File: config.mk
export PLATFORM = sky130hd
export DESIGN_NAME = merge_two_sorted_lists_top
export DESIGN_NICKNAME = d
export VERILOG_FILES = /design/src/rtl/core/mtsl_pkg.sv /design/src/rtl/core/mtsl_ram.sv /design/src/rtl/core/merge_two_sorted_lists_top.sv
export SDC_FILE = /design/constraint.sdc
export NUM_CORES = 1
export LEC_CHECK = 0
export ABC_AREA = 0
export BUFFER_PORTS_ARGS = -buffer_cell sky130_fd_sc_hd__buf_2
export CAP_MARGIN = 20
export CORE_ASPECT_RATIO = 1.5
export CORE_MARGIN = 2
export CORE_UTILIZATION = 56
export CTS_BUF_LIST = sky130_fd_sc_hd__clkbuf_4
export DETAILED_ROUTE_END_ITERATION = 6
export MAX_ROUTING_LAYER = met4
export PLACE_DENSITY = 0.69
export SYNTH_ARGS = -nofsm -noshare
export SYNTH_HDL_FRONTEND = slang
export SYNTH_SLANG_ARGS = --single-unit
File: constraint.sdc
create_clock -name clock -period 11.41 [get_ports clock]
set_input_delay 0.5705 -clock clock [delete_from_list [all_inputs] [get_ports clock]]
set_output_delay 0.5705 -clock clock [all_outputs]
set_load 0.01 [all_outputs]
File: src/rtl/core/mtsl_pkg.sv
`timescale 1ns / 1ps
// ----------------------------------------------------------------------------
// mtsl_pkg
// Shared types and constants for the two-list merge block.
// ----------------------------------------------------------------------------
package mtsl_pkg;

   localparam int DEPTH   = 16;
   localparam int ADDR_W  = (DEPTH > 1) ? $clog2(DEPTH) : 1;
   localparam int CNT_W   = $clog2(DEPTH + 1);
   localparam int VALUE_W = 32;
   localparam int ACT_W   = 2;

   typedef logic signed [VALUE_W-1:0] value_type;
   typedef logic [CNT_W-1:0]          count_type;
   typedef logic [ADDR_W-1:0]         addr_type;
   typedef logic [ACT_W-1:0]          action_type;

   localparam action_type ACT_PUSH_FIRST  = 2'd0;
   localparam action_type ACT_PUSH_SECOND = 2'd1;
   localparam action_type ACT_MERGE       = 2'd2;

   localparam count_type DEPTH_CNT = CNT_W'(DEPTH);

endpackage

File: src/rtl/core/mtsl_ram.sv
`timescale 1ns / 1ps
// ----------------------------------------------------------------------------
// mtsl_ram
// Generic single-write, single-read RAM with registered read data.
// ----------------------------------------------------------------------------
module mtsl_ram #(
   parameter int WIDTH = 32,
   parameter int DEPTH = 16
) (
   input  logic                                     clock,
   input  logic                                     wr_en,
   input  logic [((DEPTH > 1) ? $clog2(DEPTH) : 1)-1:0] wr_addr,
   input  logic [WIDTH-1:0]                         wr_data,
   input  logic [((DEPTH > 1) ? $clog2(DEPTH) : 1)-1:0] rd_addr,
   output logic [WIDTH-1:0]                         rd_data
);

   logic [WIDTH-1:0] mem_ff [DEPTH];
   logic [WIDTH-1:0] rd_data_ff;

   always_ff @(posedge clock) begin
      if (wr_en) begin
         mem_ff[wr_addr] <= wr_data;
      end
      rd_data_ff <= mem_ff[rd_addr];
   end

   assign rd_data = rd_data_ff;

endmodule

File: src/rtl/core/merge_two_sorted_lists_top.sv
`timescale 1ns / 1ps
// ----------------------------------------------------------------------------
// merge_two_sorted_lists_top
// Two lists of signed values in RAM, merged into one ascending stream.
// ----------------------------------------------------------------------------
//  Channel | Dir | Contents
//  req_*   | in  | tuser[1:0] action, tdata[31:0] value
//  rsp_*   | out | tdata[31:0] merged value, tlast last of merge,
//          |     | tuser[0] from second, [1] empty, [2] overflowed
//
//  A push is one RAM write at the list's fill count.
//  A merge of N stored values emits N results, one per cycle while the
//  output is free; each compares the two registered RAM heads and
//  prefetches the next entry of the list that advanced. Empty merge: one result.
//  Reset is synchronous; it clears counts, flag, pointers and the output.
//  A stalled output holds the merge in place; requests wait during a merge.
// ----------------------------------------------------------------------------
module merge_two_sorted_lists_top
   import mtsl_pkg::*;
(
   input  logic        clock,
   input  logic        reset,
   // request channel
   input  logic        req_tvalid,
   output logic        req_tready,
   input  logic [31:0] req_tdata,   // [31:0] value
   input  logic [1:0]  req_tuser,   // [1:0] action
   // result channel
   output logic        rsp_tvalid,
   input  logic        rsp_tready,
   output logic [31:0] rsp_tdata,   // [31:0] merged_value
   output logic        rsp_tlast,   // is_last
   output logic [2:0]  rsp_tuser    // [0] from_second, [1] is_empty, [2] overflowed
);

   localparam logic ST_IDLE  = 1'b0;
   localparam logic ST_MERGE = 1'b1;

   logic      state_ff, state_in;
   count_type cnt_a_ff, cnt_a_in;
   count_type cnt_b_ff, cnt_b_in;
   count_type i_ff, i_in;
   count_type j_ff, j_in;
   logic      ovf_ff, ovf_in;

   // output register
   logic      rsp_valid_ff, rsp_valid_in;
   value_type rsp_data_ff, rsp_data_in;
   logic      rsp_sec_ff, rsp_sec_in;
   logic      rsp_last_ff, rsp_last_in;
   logic      rsp_empty_ff, rsp_empty_in;
   logic      rsp_ovf_ff, rsp_ovf_in;
   logic      rsp_load;

   // RAM ports
   logic      wr_a, wr_b;
   addr_type  rd_addr_a, rd_addr_b;
   value_type rd_a, rd_b;

   logic       out_free, req_fire, step;
   logic       avail_a, avail_b, take_a;
   action_type action;
   value_type  value;

   assign action   = req_tuser;
   assign value    = req_tdata;
   assign out_free = !rsp_valid_ff || rsp_tready;
   assign req_tready = (state_ff == ST_IDLE) && out_free;
   assign req_fire = req_tvalid && req_tready;

   // pushes; a full list drops the value
   assign wr_a = req_fire && (action == ACT_PUSH_FIRST)  && (cnt_a_ff < DEPTH_CNT);
   assign wr_b = req_fire && (action == ACT_PUSH_SECOND) && (cnt_b_ff < DEPTH_CNT);

   // merge selection on the registered heads; first list wins ties
   assign avail_a = i_ff < cnt_a_ff;
   assign avail_b = j_ff < cnt_b_ff;
   assign take_a  = avail_a && (!avail_b || (rd_a <= rd_b));
   assign step    = (state_ff == ST_MERGE) && out_free;

   assign i_in = i_ff + CNT_W'(step && take_a);
   assign j_in = j_ff + CNT_W'(step && !take_a);

   // prefetch: address the entry after the one taken so the head is ready
   assign rd_addr_a = i_in[ADDR_W-1:0];
   assign rd_addr_b = j_in[ADDR_W-1:0];

   always_comb begin
      state_in     = state_ff;
      cnt_a_in     = cnt_a_ff;
      cnt_b_in     = cnt_b_ff;
      ovf_in       = ovf_ff;
      rsp_valid_in = rsp_valid_ff && !rsp_tready;
      rsp_load     = 1'b0;
      rsp_data_in  = rsp_data_ff;
      rsp_sec_in   = rsp_sec_ff;
      rsp_last_in  = rsp_last_ff;
      rsp_empty_in = rsp_empty_ff;
      rsp_ovf_in   = rsp_ovf_ff;

      unique case (state_ff)
         ST_IDLE: begin
            if (req_fire) begin
               priority if (action == ACT_PUSH_FIRST) begin
                  if (wr_a) begin
                     cnt_a_in = cnt_a_ff + count_type'(1);
                  end else begin
                     ovf_in = 1'b1;
                  end
               end else if (action == ACT_PUSH_SECOND) begin
                  if (wr_b) begin
                     cnt_b_in = cnt_b_ff + count_type'(1);
                  end else begin
                     ovf_in = 1'b1;
                  end
               end else if (action == ACT_MERGE) begin
                  if ((cnt_a_ff == '0) && (cnt_b_ff == '0)) begin
                     rsp_load     = 1'b1;
                     rsp_data_in  = '0;
                     rsp_sec_in   = 1'b0;
                     rsp_last_in  = 1'b1;
                     rsp_empty_in = 1'b1;
                     rsp_ovf_in   = ovf_ff;
                     ovf_in       = 1'b0;
                  end else begin
                     state_in = ST_MERGE;
                  end
               end else begin
                  // unused action: no effect
               end
            end
         end
         ST_MERGE: begin
            if (step) begin
               rsp_load     = 1'b1;
               rsp_data_in  = take_a ? rd_a : rd_b;
               rsp_sec_in   = !take_a;
               rsp_last_in  = (i_in == cnt_a_ff) && (j_in == cnt_b_ff);
               rsp_empty_in = 1'b0;
               rsp_ovf_in   = ovf_ff;
               if (rsp_last_in) begin
                  state_in = ST_IDLE;
                  cnt_a_in = '0;
                  cnt_b_in = '0;
                  ovf_in   = 1'b0;
               end
            end
         end
         default: begin
            state_in = ST_IDLE;
         end
      endcase

      if (rsp_load) begin
         rsp_valid_in = 1'b1;
      end
   end

   always_ff @(posedge clock) begin
      if (reset) begin
         state_ff     <= ST_IDLE;
         cnt_a_ff     <= '0;
         cnt_b_ff     <= '0;
         i_ff         <= '0;
         j_ff         <= '0;
         ovf_ff       <= 1'b0;
         rsp_valid_ff <= 1'b0;
      end else begin
         state_ff     <= state_in;
         cnt_a_ff     <= cnt_a_in;
         cnt_b_ff     <= cnt_b_in;
         // pointers return to zero when the merge ends
         i_ff         <= (state_in == ST_IDLE) ? '0 : i_in;
         j_ff         <= (state_in == ST_IDLE) ? '0 : j_in;
         ovf_ff       <= ovf_in;
         rsp_valid_ff <= rsp_valid_in;
      end
   end

   always_ff @(posedge clock) begin
      if (rsp_load) begin
         rsp_data_ff  <= rsp_data_in;
         rsp_sec_ff   <= rsp_sec_in;
         rsp_last_ff  <= rsp_last_in;
         rsp_empty_ff <= rsp_empty_in;
         rsp_ovf_ff   <= rsp_ovf_in;
      end
   end

   mtsl_ram #(.WIDTH(VALUE_W), .DEPTH(DEPTH)) u_ram_a (
      .clock   (clock),
      .wr_en   (wr_a),
      .wr_addr (cnt_a_ff[ADDR_W-1:0]),
      .wr_data (value),
      .rd_addr (rd_addr_a),
      .rd_data (rd_a)
   );

   mtsl_ram #(.WIDTH(VALUE_W), .DEPTH(DEPTH)) u_ram_b (
      .clock   (clock),
      .wr_en   (wr_b),
      .wr_addr (cnt_b_ff[ADDR_W-1:0]),
      .wr_data (value),
      .rd_addr (rd_addr_b),
      .rd_data (rd_b)
   );

   assign rsp_tvalid = rsp_valid_ff;
   assign rsp_tdata  = rsp_data_ff;
   assign rsp_tlast  = rsp_last_ff;
   assign rsp_tuser  = {rsp_ovf_ff, rsp_empty_ff, rsp_sec_ff};

endmodule

* After elaboration in Yosys (flattened, before gate mapping)
Memories as Yosys holds them, arrays and structs flattened. A register that Yosys moved wholly into a read port is not among the register bits.
Index checks and enable logic that the tools add are counted.
** Cells by class
- Shifts and indexed selects :: 0
- $add $sub $neg :: 4
- $lt $le $gt $ge :: 5
- Div/mod/pow operators :: 0
- Equal/unequal tests :: 19
- Multiply operators :: 0
- Bitwise logic cells :: 2
- Mux-type cells :: 70
- Reduce and logical (&&, ||, !) cells :: 27
** Operator list (count)
- 32-bit two-way mux :: 7
- 32-bit case mux with 2 select lines :: 1
- 5-bit two-way mux :: 9
- 1-bit two-way mux :: 44
- 32-bit less-or-equal comparator :: 1
- 5-bit case mux with 2 select lines :: 2
- 2-bit by 1-bit inequality test with 1-bit output, second input constant :: 8
- 1-bit case mux with 2 select lines :: 7
- 7-bit AND reduction :: 2
- 1-bit logical AND :: 13
- 5-bit by 1-bit adder with 5-bit output :: 2
- 5-bit by 1-bit adder with 5-bit output, second input constant :: 2
- 5-bit == test :: 2
- 5-bit logical NOT :: 2
- 5-bit < comparator :: 2
- 5-bit < comparator, second input constant :: 2
- 4-bit by 1-bit inequality test with 1-bit output, second input constant :: 2
- 2-bit inequality test, second input constant :: 3
- 6-bit AND reduction :: 1
- 5-bit AND reduction :: 1
- 1-bit logical NOT :: 4
- 4-bit inequality test, second input constant :: 1
- 3-bit inequality test, second input constant :: 1
- 2-bit by 1-bit == test with 1-bit output, second input constant :: 1
- 5 further kinds :: 7
** Storage, ports and cells
- Word-level logic and storage cells :: 141
- Flip-flop bits (word level) :: 59
- Bits in latches :: 0
- Memories :: 2
- Output and inout bits :: 38
- Memory bits (read-only) :: 0
- Input bits :: 38
- Bits in writable memories :: 1024
** Memories
- u_ram_a.mem_ff :: words 16, width 32, read ports 1, clocked after memory_dff 1, wr ports 1, line mtsl_ram.sv:18 : logic [WIDTH-1:0] mem_ff [DEPTH];
- u_ram_b.mem_ff :: words 16, width 32, read ports 1, clocked after memory_dff 1, wr ports 1, line mtsl_ram.sv:18

* Longest topological paths before layout
Gate-level depths: netlist of run 1.
- Word-level depth :: 14
- Gate-level depth with buffers :: 22
- Mapped depth without buffers :: 19

* Cells and area by module
Synthesis of run 1 repeated with hierarchy kept, for this count alone.
** Unflattened totals
- Cell total of the unflattened synthesis :: 2108
- Area, all modules :: 43718.2 um^2
** By module, submodules not included
- mtsl_ram :: cells an instance 838, area an instance 19835.3 um^2, seq. area each 16015.4 um^2, instances 2
- merge_two_sorted_lists_top :: cells an instance 432, area an instance 4047.6 um^2, seq. area each 1541.5 um^2, instances 1

* Worst setup path after synthesis of run 1
Ideal clock, no wire load.
- Path kind :: input-to-reg
- Start :: in rsp_tready
- End :: mem u_ram_a.mem_ff[3][0], enable pin
- Arrival :: 3774 ps
- Stages on the path :: 6
- Buffers on the path :: 1
- Data required time :: 10949 ps
- Path slack :: 7175 ps
- Library setup time :: 461 ps
- Path through :: nor2b_1 nor3b_1 and3_1 buf_2 nand2_1 nor3_1
** Between the ends
- Word-level cells in the longest chain between the ends :: 7
** Ends and longest elaborated chain
- start: declaration :: line merge_two_sorted_lists_top.sv:30 : input logic rsp_tready,
- 1-bit logical OR :: line merge_two_sorted_lists_top.sv:67 : assign out_free = !rsp_valid_ff || rsp_tready;
- 1-bit logical AND :: line merge_two_sorted_lists_top.sv:68 : assign req_tready = (state_ff == ST_IDLE) && out_free;
- 1-bit logical AND :: line merge_two_sorted_lists_top.sv:69 : assign req_fire = req_tvalid && req_tready;
- 1-bit logical AND (2 in series) :: line merge_two_sorted_lists_top.sv:72 : assign wr_a = req_fire && (action == ACT_PUSH_FIRST) && (cnt_a_ff < DEPTH_CNT);
- 1-bit two-way mux :: line mtsl_ram.sv:22 : if (wr_en) begin
- 1-bit two-way mux (implied by the code) :: line mtsl_ram.sv:23 : mem_ff[wr_addr] <= wr_data;
- end: declaration :: line mtsl_ram.sv:18
No other way between the ends.

* Worst setup path after layout of run 1
- Start :: reg u_ram_b.rd_data_ff[13] (netlist: u_ram_b.rd_data[13]) (read register of u_ram_b.mem_ff)
- End :: reg cnt_a_ff[4]
** Between the ends
- Word-level cells in the longest chain between the ends :: 10
- Elaborated cells between the ends (all ways) :: 13
- Classes of those cells :: add/sub (2); order compare (1); eq/ne (3); reduce/logical (7)
** Ends and longest elaborated chain
- start: declaration :: line mtsl_ram.sv:19 : logic [WIDTH-1:0] rd_data_ff;
- 32-bit less-or-equal comparator :: line merge_two_sorted_lists_top.sv:78 : assign take_a = avail_a && (!avail_b || (rd_a <= rd_b));
- 1-bit logical OR :: line merge_two_sorted_lists_top.sv:78
- 1-bit logical AND :: line merge_two_sorted_lists_top.sv:78
- 1-bit logical NOT :: line merge_two_sorted_lists_top.sv:82 : assign j_in = j_ff + CNT_W'(step && !take_a);
- 1-bit logical AND :: line merge_two_sorted_lists_top.sv:82
- 5-bit by 1-bit adder with 5-bit output :: line merge_two_sorted_lists_top.sv:82
- named net j_in[1] :: line merge_two_sorted_lists_top.sv:43 : count_type j_ff, j_in;
- 5-bit == test :: line merge_two_sorted_lists_top.sv:138 : rsp_last_in = (i_in == cnt_a_ff) && (j_in == cnt_b_ff);
- 1-bit logical AND :: line merge_two_sorted_lists_top.sv:138
- 2-bit by 1-bit inequality test with 1-bit output (no source line)
- 5-bit AND reduction (no source line)
- end signal: assignment :: line merge_two_sorted_lists_top.sv:170 : cnt_a_ff <= cnt_a_in;
- end: declaration :: line merge_two_sorted_lists_top.sv:40 : count_type cnt_a_ff, cnt_a_in;
The timed path passes the listed nets, and every way through them passes these cells.
A chain may end at the register's enable or synchronous reset.

==> results of run 1 <==
## state kept, by name, summed over array words and instances (netlist names), 5 cells and up
signal	flops
cnt_b_ff	5
cnt_a_ff	5
j_ff	5
u_ram_a.rd_data	32
u_ram_a.mem_ff	512
i_ff	5
rsp_tdata	32
u_ram_b.rd_data	32
u_ram_b.mem_ff	512
## per-layer routing
metal	part of all wire (%)	GRT usage (%)	vias up
met2	52	43.62	1033
met1	38	34.92	11499
met5	0	-	-
met4	2.8	9.450	0
met3	7.8	5.355	170
li1	-	-	9011
## worst max-delay path: cells and delay by family, from the launching register on
family                     cells  cell delay (ns)
AOI/OAI and AO/OA              4             0.57
xor gates and xnor gates       1             0.14
adders and majority gates      3             1.16
buffers and inverters          4             1.69
DFF                            1             0.40
and+or+nand+nor                9             2.51
## cells in the final DEF (no fill, tap or decap), types with 8 or more instances in the layout
cell type         n
a21oi_1          17
buf_2            75
buf_4            49
clkbuf_4        416
clkinv_1         42
dfxtp_1          86
dlygate4sd3_1    38
edfxtp_1       1060
ha_1             51
inv_1            45
mux2i_1          32
mux4_2          320
nand2_1          92
nand3_1          10
nor2_1           21
nor2_4           24
nor3_2            9
xnor2_1           8
## final cells by class
class,instances,area [sq um],share of cell area [%]
Antenna cell,1,2.502,0.005040
Clock buffer,416,3123,6.290
Clock inverter,53,282.8,0.5695
Inverter,46,172.7,0.3478
Multi-Input combinational cell,672,9990,20.12
Sequential cell,1147,33570,67.62
Tap cell,1016,1271,2.560
Timing Repair Buffer,167,1236,2.490
## final timing paths
| path | depth (start not counted) | to | from |
|---|---|---|---|
| setup / recovery | 21 | cnt_a_ff[4] | u_ram_b.rd_data[13] |
| hold / removal | 3 | cnt_b_ff[1] | reset |
| setup reg to reg | 21 | cnt_a_ff[4] | u_ram_b.rd_data[13] |
| hold reg to reg | 0 | rsp_ovf_ff | ovf_ff |
## power groups by stage
stage | sequential, mW | clock [mW] | combinational [mW]
2_1_floorplan | 4.71 | 0 | 0.0649
3_3_place_gp | 4.71 | 0 | 0.141
3_5_place_dp | 4.71 | 0 | 0.148
4_1_cts | 4.62 | 3.33 | 0.159
5_1_grt | 4.62 | 3.54 | 0.173
6_report | 4.62 | 3.25 | 0.159
## cells by family after synthesis
group | count (synthesis) | synth area share [%]
fa+ha+maj | 55 | 1.569
compound gates | 43 | 0.6162
buf+inv | 137 | 1.426
flops | 1147 | 76.54
mux | 352 | 17.16
xor+xnor | 21 | 0.5648
simple gates | 201 | 2.122
## stage by stage
step | std cells | power [mW] | utilization [%] | worst slack, ns | area, sq um
2_1_floorplan | 1956 | 4.773 | - | 7.175 | 43860
3_3_place_gp | 3006 | 4.850 | 59.00 | 4.196 | 45770
3_5_place_dp | 3009 | 4.858 | 59.09 | 4.801 | 45840
4_1_cts | 3516 | 8.105 | 63.97 | 4.789 | 49620
5_1_grt | 3518 | 8.334 | 64.00 | 4.407 | 49650
6_report | 3518 | 8.025 | 64.00 | 4.807 | 49650
==> results.json, run 1 <==
{
  "outcome": "finished, final reports clean",
  "cts_buffer_depth": 4,
  "clkTransAtPathRegs_ns": 0.06,
  "cts_tree": "yes",
  "criticalPathCategory": "reg2reg",
  "synth_edf_count": 1060,
  "syn_nets": 2049,
  "worst_setup_path_end_kind": "register",
  "p_int_mw": 6.387,
  "fmaxAchievable_mhz": 151.5,
  "routed_wl_um": 102300,
  "die_h_um": 346.8,
  "design.core.area_sq_mm": 0.07757,
  "finalSetupViolCount": 0,
  "cpMaxStageDelayCell": "nor4b_1",
  "finalNetCount": 2408,
  "yosys-top-cells-count": "edfxtp_1, mux4_2, nand2_1",
  "hold_ws_ns": 0.2630,
  "crit_required_ns": 12.40,
  "netlist_area_sq_mm": 0.04386,
  "synth-seq-cells": 1147,
  "synthCells": 1956,
  "start_util_pct": 56.54,
  "wire_per_inst_um": 29.09,
  "grt_antenna_before_repair": 1,
  "gr-total-overflow": 0,
  "hold_violations": 0,
  "switchingPower_mw": 1.638,
  "cts_setup_buffers": 0,
  "numCtsBuffers": 281,
  "drt-initial-drc-count": 2399,
  "synth.most_common_cell": "edfxtp_1",
  "ios": 76,
  "ys_seq_area_share_pct": 76.54,
  "worstSetupStartpointType": "register",
  "synth_top_area_share_pct": 72.57,
  "seq_power_share_pct": 57.5,
  "grt_max_degree": 93,
  "synth_ff_type": "edfxtp_1",
  "grt_pass1_wl_um": 149200,
  "num-fill-cells": 5288,
  "port_buffers": 75,
  "vias": 21713,
  "min_period_ns": 6.603,
  "place_hpwl_um": 54290,
  "maxCapViolCount": 0,
  "synth-async-reset-ratio_pct": 0,
  "drc_errors": 0,
  "pwr-share-comb_pct": 2.0,
  "root_buffer": "clkbuf_4",
  "area_growth_pct": 13.20,
  "synth_top_cell_by_area": "edfxtp_1",
  "die_width_um": 232.5,
  "clk_latency_ns": 1.12,
  "slew_violations": 0,
  "rows": 125,
  "cp_max_fo": 41,
  "gp_congestion": 0.8019,
  "skew_ns": 0.07288,
  "ys.warnings.count": 0,
  "cts_hold_buffers": 38,
  "avgSynthCellArea_sq_um": 22.42,
  "max_slew_margin_pct": 25.64,
  "die-area_sq_mm": 0.08063,
  "htreeDepth": 5,
  "ir_drop_mv": 0.09988,
  "first_pass_iters": 7,
  "synth.area.top_cells": "edfxtp_1, mux4_2, dfxtp_1",
  "p_sw_share_pct": 20.41,
  "slowest_delay_ns": 0.66,
  "grt_pass1_vias": 22892,
  "power.leakage_nw": 16.04,
  "ant_nets": 0,
  "powerDensity_mw_per_mm2": 161.6,
  "grt_usage_pct": 27.11,
  "clock-sinks": 1147,
  "cts_resized": 0,
  "drive_gt1_share_pct": 37.07,
  "rsz0062_at_grt": "no",
  "synth_cell_type_count": 58,
  "hold_class": "in2reg",
  "viasPerCell": 6.172,
  "clockPowerShare_pct": 40.5,
  "tightest_slew_ns": 1.113,
  "arrival_ns": 7.59,
  "crit_chain": "inv_1, ha_1, nand4_1, nor4b_1, clkdlybuf4s18_2, a31oi_1, and3_1, o31ai_1, o211a_2, buf_4, nor2_1, ha_4, ha_4, buf_4, xor2_1, nor4_1, nand3_1, or3_1, nor2_2, or2_1, o21ba_1",
  "period_share_pct": 57.87,
  "reg2reg_slack_ns": 4.81,
  "setup_tns_ns": 0
}
Note: power is estimated with default switching activity, not from simulation.
==> run 2: changes to the inputs <==
--- a/config.mk
+++ b/config.mk
@@ -5,7 +5,7 @@
 export SDC_FILE = /design/constraint.sdc
 export NUM_CORES = 1
 export LEC_CHECK = 0
-export ABC_AREA = 0
+export ABC_AREA = 1
 export BUFFER_PORTS_ARGS = -buffer_cell sky130_fd_sc_hd__buf_2
 export CAP_MARGIN = 20
 export CORE_ASPECT_RATIO = 1.5
==> constraint.sdc (replaced) <==
create_clock -name clock -period 6.2 [get_ports clock]
set_input_delay 0.31 -clock clock [delete_from_list [all_inputs] [get_ports clock]]
set_output_delay 0.31 -clock clock [all_outputs]
set_load 0.01 [all_outputs]
==> run 2 against run 1 <==
  * Die area up 2.6%
  * Fmax up 31%
  * Worst hold slack worse by 0.0052 ns
  * Total power up 81%
  * Clock skew down 0.028 ns
  * Clock power up 74%
  * Global-route usage up 2.3 points
  * Cell area up 1.2%
  * Count of clock-buffer cells in the layout down 64
  * Critical path type unchanged
  * Non-clock buffer count up 5
==> results.json, run 2 <==
{
  "synthAdderAreaFrac_pct": 1.529,
  "finalNetCount": 3690,
  "synthCells": 3412,
  "ant_nets": 0,
  "rows": 127,
  "power.leakage_nw": 17.16,
  "gp_congestion": 0.8584,
  "criticalPathCategory": "reg2reg",
  "synth_compound_area_share_pct": 11.97,
  "clkTransAtPathRegs_ns": 0.07,
  "avgSynthCellArea_sq_um": 13.19,
  "ys_seq_area_share_pct": 74.58,
  "crit_start": "u_ram_b.rd_data[7]",
  "ir_drop_mv": 0.1605,
  "die-area_sq_mm": 0.08271,
  "finalNonFillerCells": 4843,
  "max_slew_margin_pct": 17.89,
  "worstSetupStartpointType": "register",
  "switchingPower_mw": 3.092,
  "clock-sinks": 1147,
  "final_cell_mix": "edfxtp_1, nor2_1, o21ai_0",
  "viasPerCell": 6.184,
  "rsz0062_at_grt": "no",
  "p_int_mw": 11.44,
  "synth-xor-area-share_pct": 0.3030,
  "r2r-start": "u_ram_b.rd_data[7]",
  "seq_power_share_pct": 58.5,
  "slew_violations": 0,
  "ys.warnings.count": 0,
  "grt_usage_pct": 29.44,
  "total_power_mw": 14.53,
  "clk_latency_ns": 1.11,
  "cts_buffer_depth": 3,
  "drc_errors": 0,
  "arrival_ns": 6.00,
  "first_pass_iters": 6,
  "worst_setup_path_end_kind": "register",
  "grt_antenna_before_repair": 8,
  "placed_cells": 4343,
  "cts_tree": "yes",
  "hold_violations": 0,
  "die_h_um": 351.2,
  "wire_per_inst_um": 24.47,
  "cp_max_fo": 38,
  "hold_start": "rsp_tready",
  "hold_ws_ns": 0.2579,
  "crit_required_ns": 7.17,
  "synth.most_common_cell": "edfxtp_1",
  "outcome": "finished, final reports clean",
  "powerDensity_mw_per_mm2": 289.2,
  "ios": 76,
  "period_share_pct": 81.08,
  "synth_cell_type_count": 36,
  "syn_nets": 3505,
  "synth_edf_count": 1060,
  "slowest_delay_ns": 0.56,
  "gr-total-overflow": 0,
  "top_regs": "u_ram_a.mem_ff: 512 flops, u_ram_b.mem_ff: 512 flops",
  "setup_tns_ns": 0,
  "place_hpwl_um": 60870,
  "port_buffers": 75,
  "path_common_cell": "nand2_1",
  "fmaxAchievable_mhz": 198.9,
  "fin_ws_ns": 1.173,
  "synth.area.top_cells": "edfxtp_1, o21ai_0, nor2_1",
  "drt-initial-drc-count": 3372,
  "routed_wl_um": 118500,
  "p_sw_share_pct": 21.28,
  "numCtsBuffers": 241,
  "min_period_ns": 5.027,
  "clockPowerShare_pct": 39.0,
  "synth_top_cell_by_area": "edfxtp_1",
  "synth_top_family_by_area": "compound AO/OA/AOI/OAI gates",
  "synth-async-reset-ratio_pct": 0,
  "synth-seq-cells": 1147,
  "grt_pass1_vias": 29602,
  "netlist_area_sq_mm": 0.04501,
  "mostFrequentLayoutCell": "edfxtp_1",
  "grt_pass1_wl_um": 175400,
  "htreeDepth": 4,
  "design.core.area_sq_mm": 0.07977,
  "yosys.area_share.simple_pct": 8.639,
  "pre_cts_ws_ns": 1.552,
  "root_buffer": "clkbuf_4",
  "synth.area.mux_share_pct": 0,
  "vias": 29948,
  "tightest_slew_ns": 1.232,
  "finalSetupViolCount": 0,
  "area_growth_pct": 11.63,
  "grt_max_degree": 258,
  "pwr-share-comb_pct": 2.5,
  "start_util_pct": 56.43,
  "synth_ff_type": "edfxtp_1",
  "synth_top_area_share_pct": 70.71,
  "drive_gt1_share_pct": 15.00,
  "maxCapViolCount": 0,
  "cpMaxStageDelayCell": "dlygate4sd3_1",
  "die_width_um": 235.5,
  "hold_class": "in2reg",
  "yosys-top-cells-count": "edfxtp_1, nor2_1, o21ai_0",
  "skew_ns": 0.04454
}
## run 2: cell count changes after synthesis, sizes merged, moves of 7 or more
cell    before  now
nor2        46  611
o21ai        7  516
mux4       320    0
o221ai       0  214
clkbuf      46  184
nand3       11  140
nand2       93  199
inv         46  113
a21oi       17   60
o22ai        1   43
o211ai       2   43
mux2i       32    0
xnor2       10    3
## run 2: final cells by class
cell class | count | area (sq um)
clock inverter | 100 | 564.3
antenna | 5 | 12.51
clock buffer | 352 | 2643
inverter | 115 | 444.2
multi-input combinational | 1920 | 10450
fill | 6018 | 29520
sequential | 1147 | 33570
timing repair buffer | 172 | 1274
tap | 1032 | 1291
## run 2: path summary, 6_finish.rpt
| kind | cells past startpoint | end | slack [ns] |
|---|---|---|---|
| setup / recovery | 29 | cnt_b_ff[4] | 1.17 |
| hold / removal | 6 | rsp_tvalid | 0.26 |
| setup reg to reg | 29 | cnt_b_ff[4] | 1.17 |
| hold reg to reg | 0 | rsp_ovf_ff | 0.45 |
## run 2: power by group through the flow
stage	registers, mW	logic (mW)	clock network, mW
2_1_floorplan	8.67	0.148	0
3_3_place_gp	8.67	0.318	0
3_5_place_dp	8.67	0.332	0
4_1_cts	8.50	0.357	5.76
5_1_grt	8.50	0.396	6.12
6_report	8.50	0.359	5.67
## run 2: through the flow
stage | area, sq um | utilization (%)
floorplan | 45010 | -
global placement | 46600 | 58.42
detailed placement | 46600 | 58.42
CTS | 50240 | 62.98
global route | 50250 | 62.99
finish | 50250 | 62.99
## run 2: cells by family after synthesis
kind of cell / count (synthesis)
AOI/OAI and AO/OA: 881
xor gates and xnor gates: 13
adders and majority gates: 55
buffers and inverters: 345
DFF: 1147
and+or+nand+nor: 971
## run 2: repair_timing
item	in CTS	in global routing
hold buffers	43	0
gates resized for setup	0	0
setup buffers	0	0
endpoints found under the hold margin	1047	0
## run 2: per-layer routing
metal  wire length, um  global-route usage, %  share of wire (%)
met5                 0                      -                  0
met4              4806                  14.45                4.1
met3              8773                  4.347                7.4
met2             60620                  49.34                 51
met1             44310                  35.23                 37
## run 2: worst max-delay path: cells and delay by family, from the launching register on
kind,cells,cell delay [ns]
AND/OR/NAND/NOR,21,2.39
buffers and inverters,4,1.10
adder cells (fa/ha/maj),3,1.01
flip-flops,1,0.34
AO/OA/AOI/OAI,1,0.06
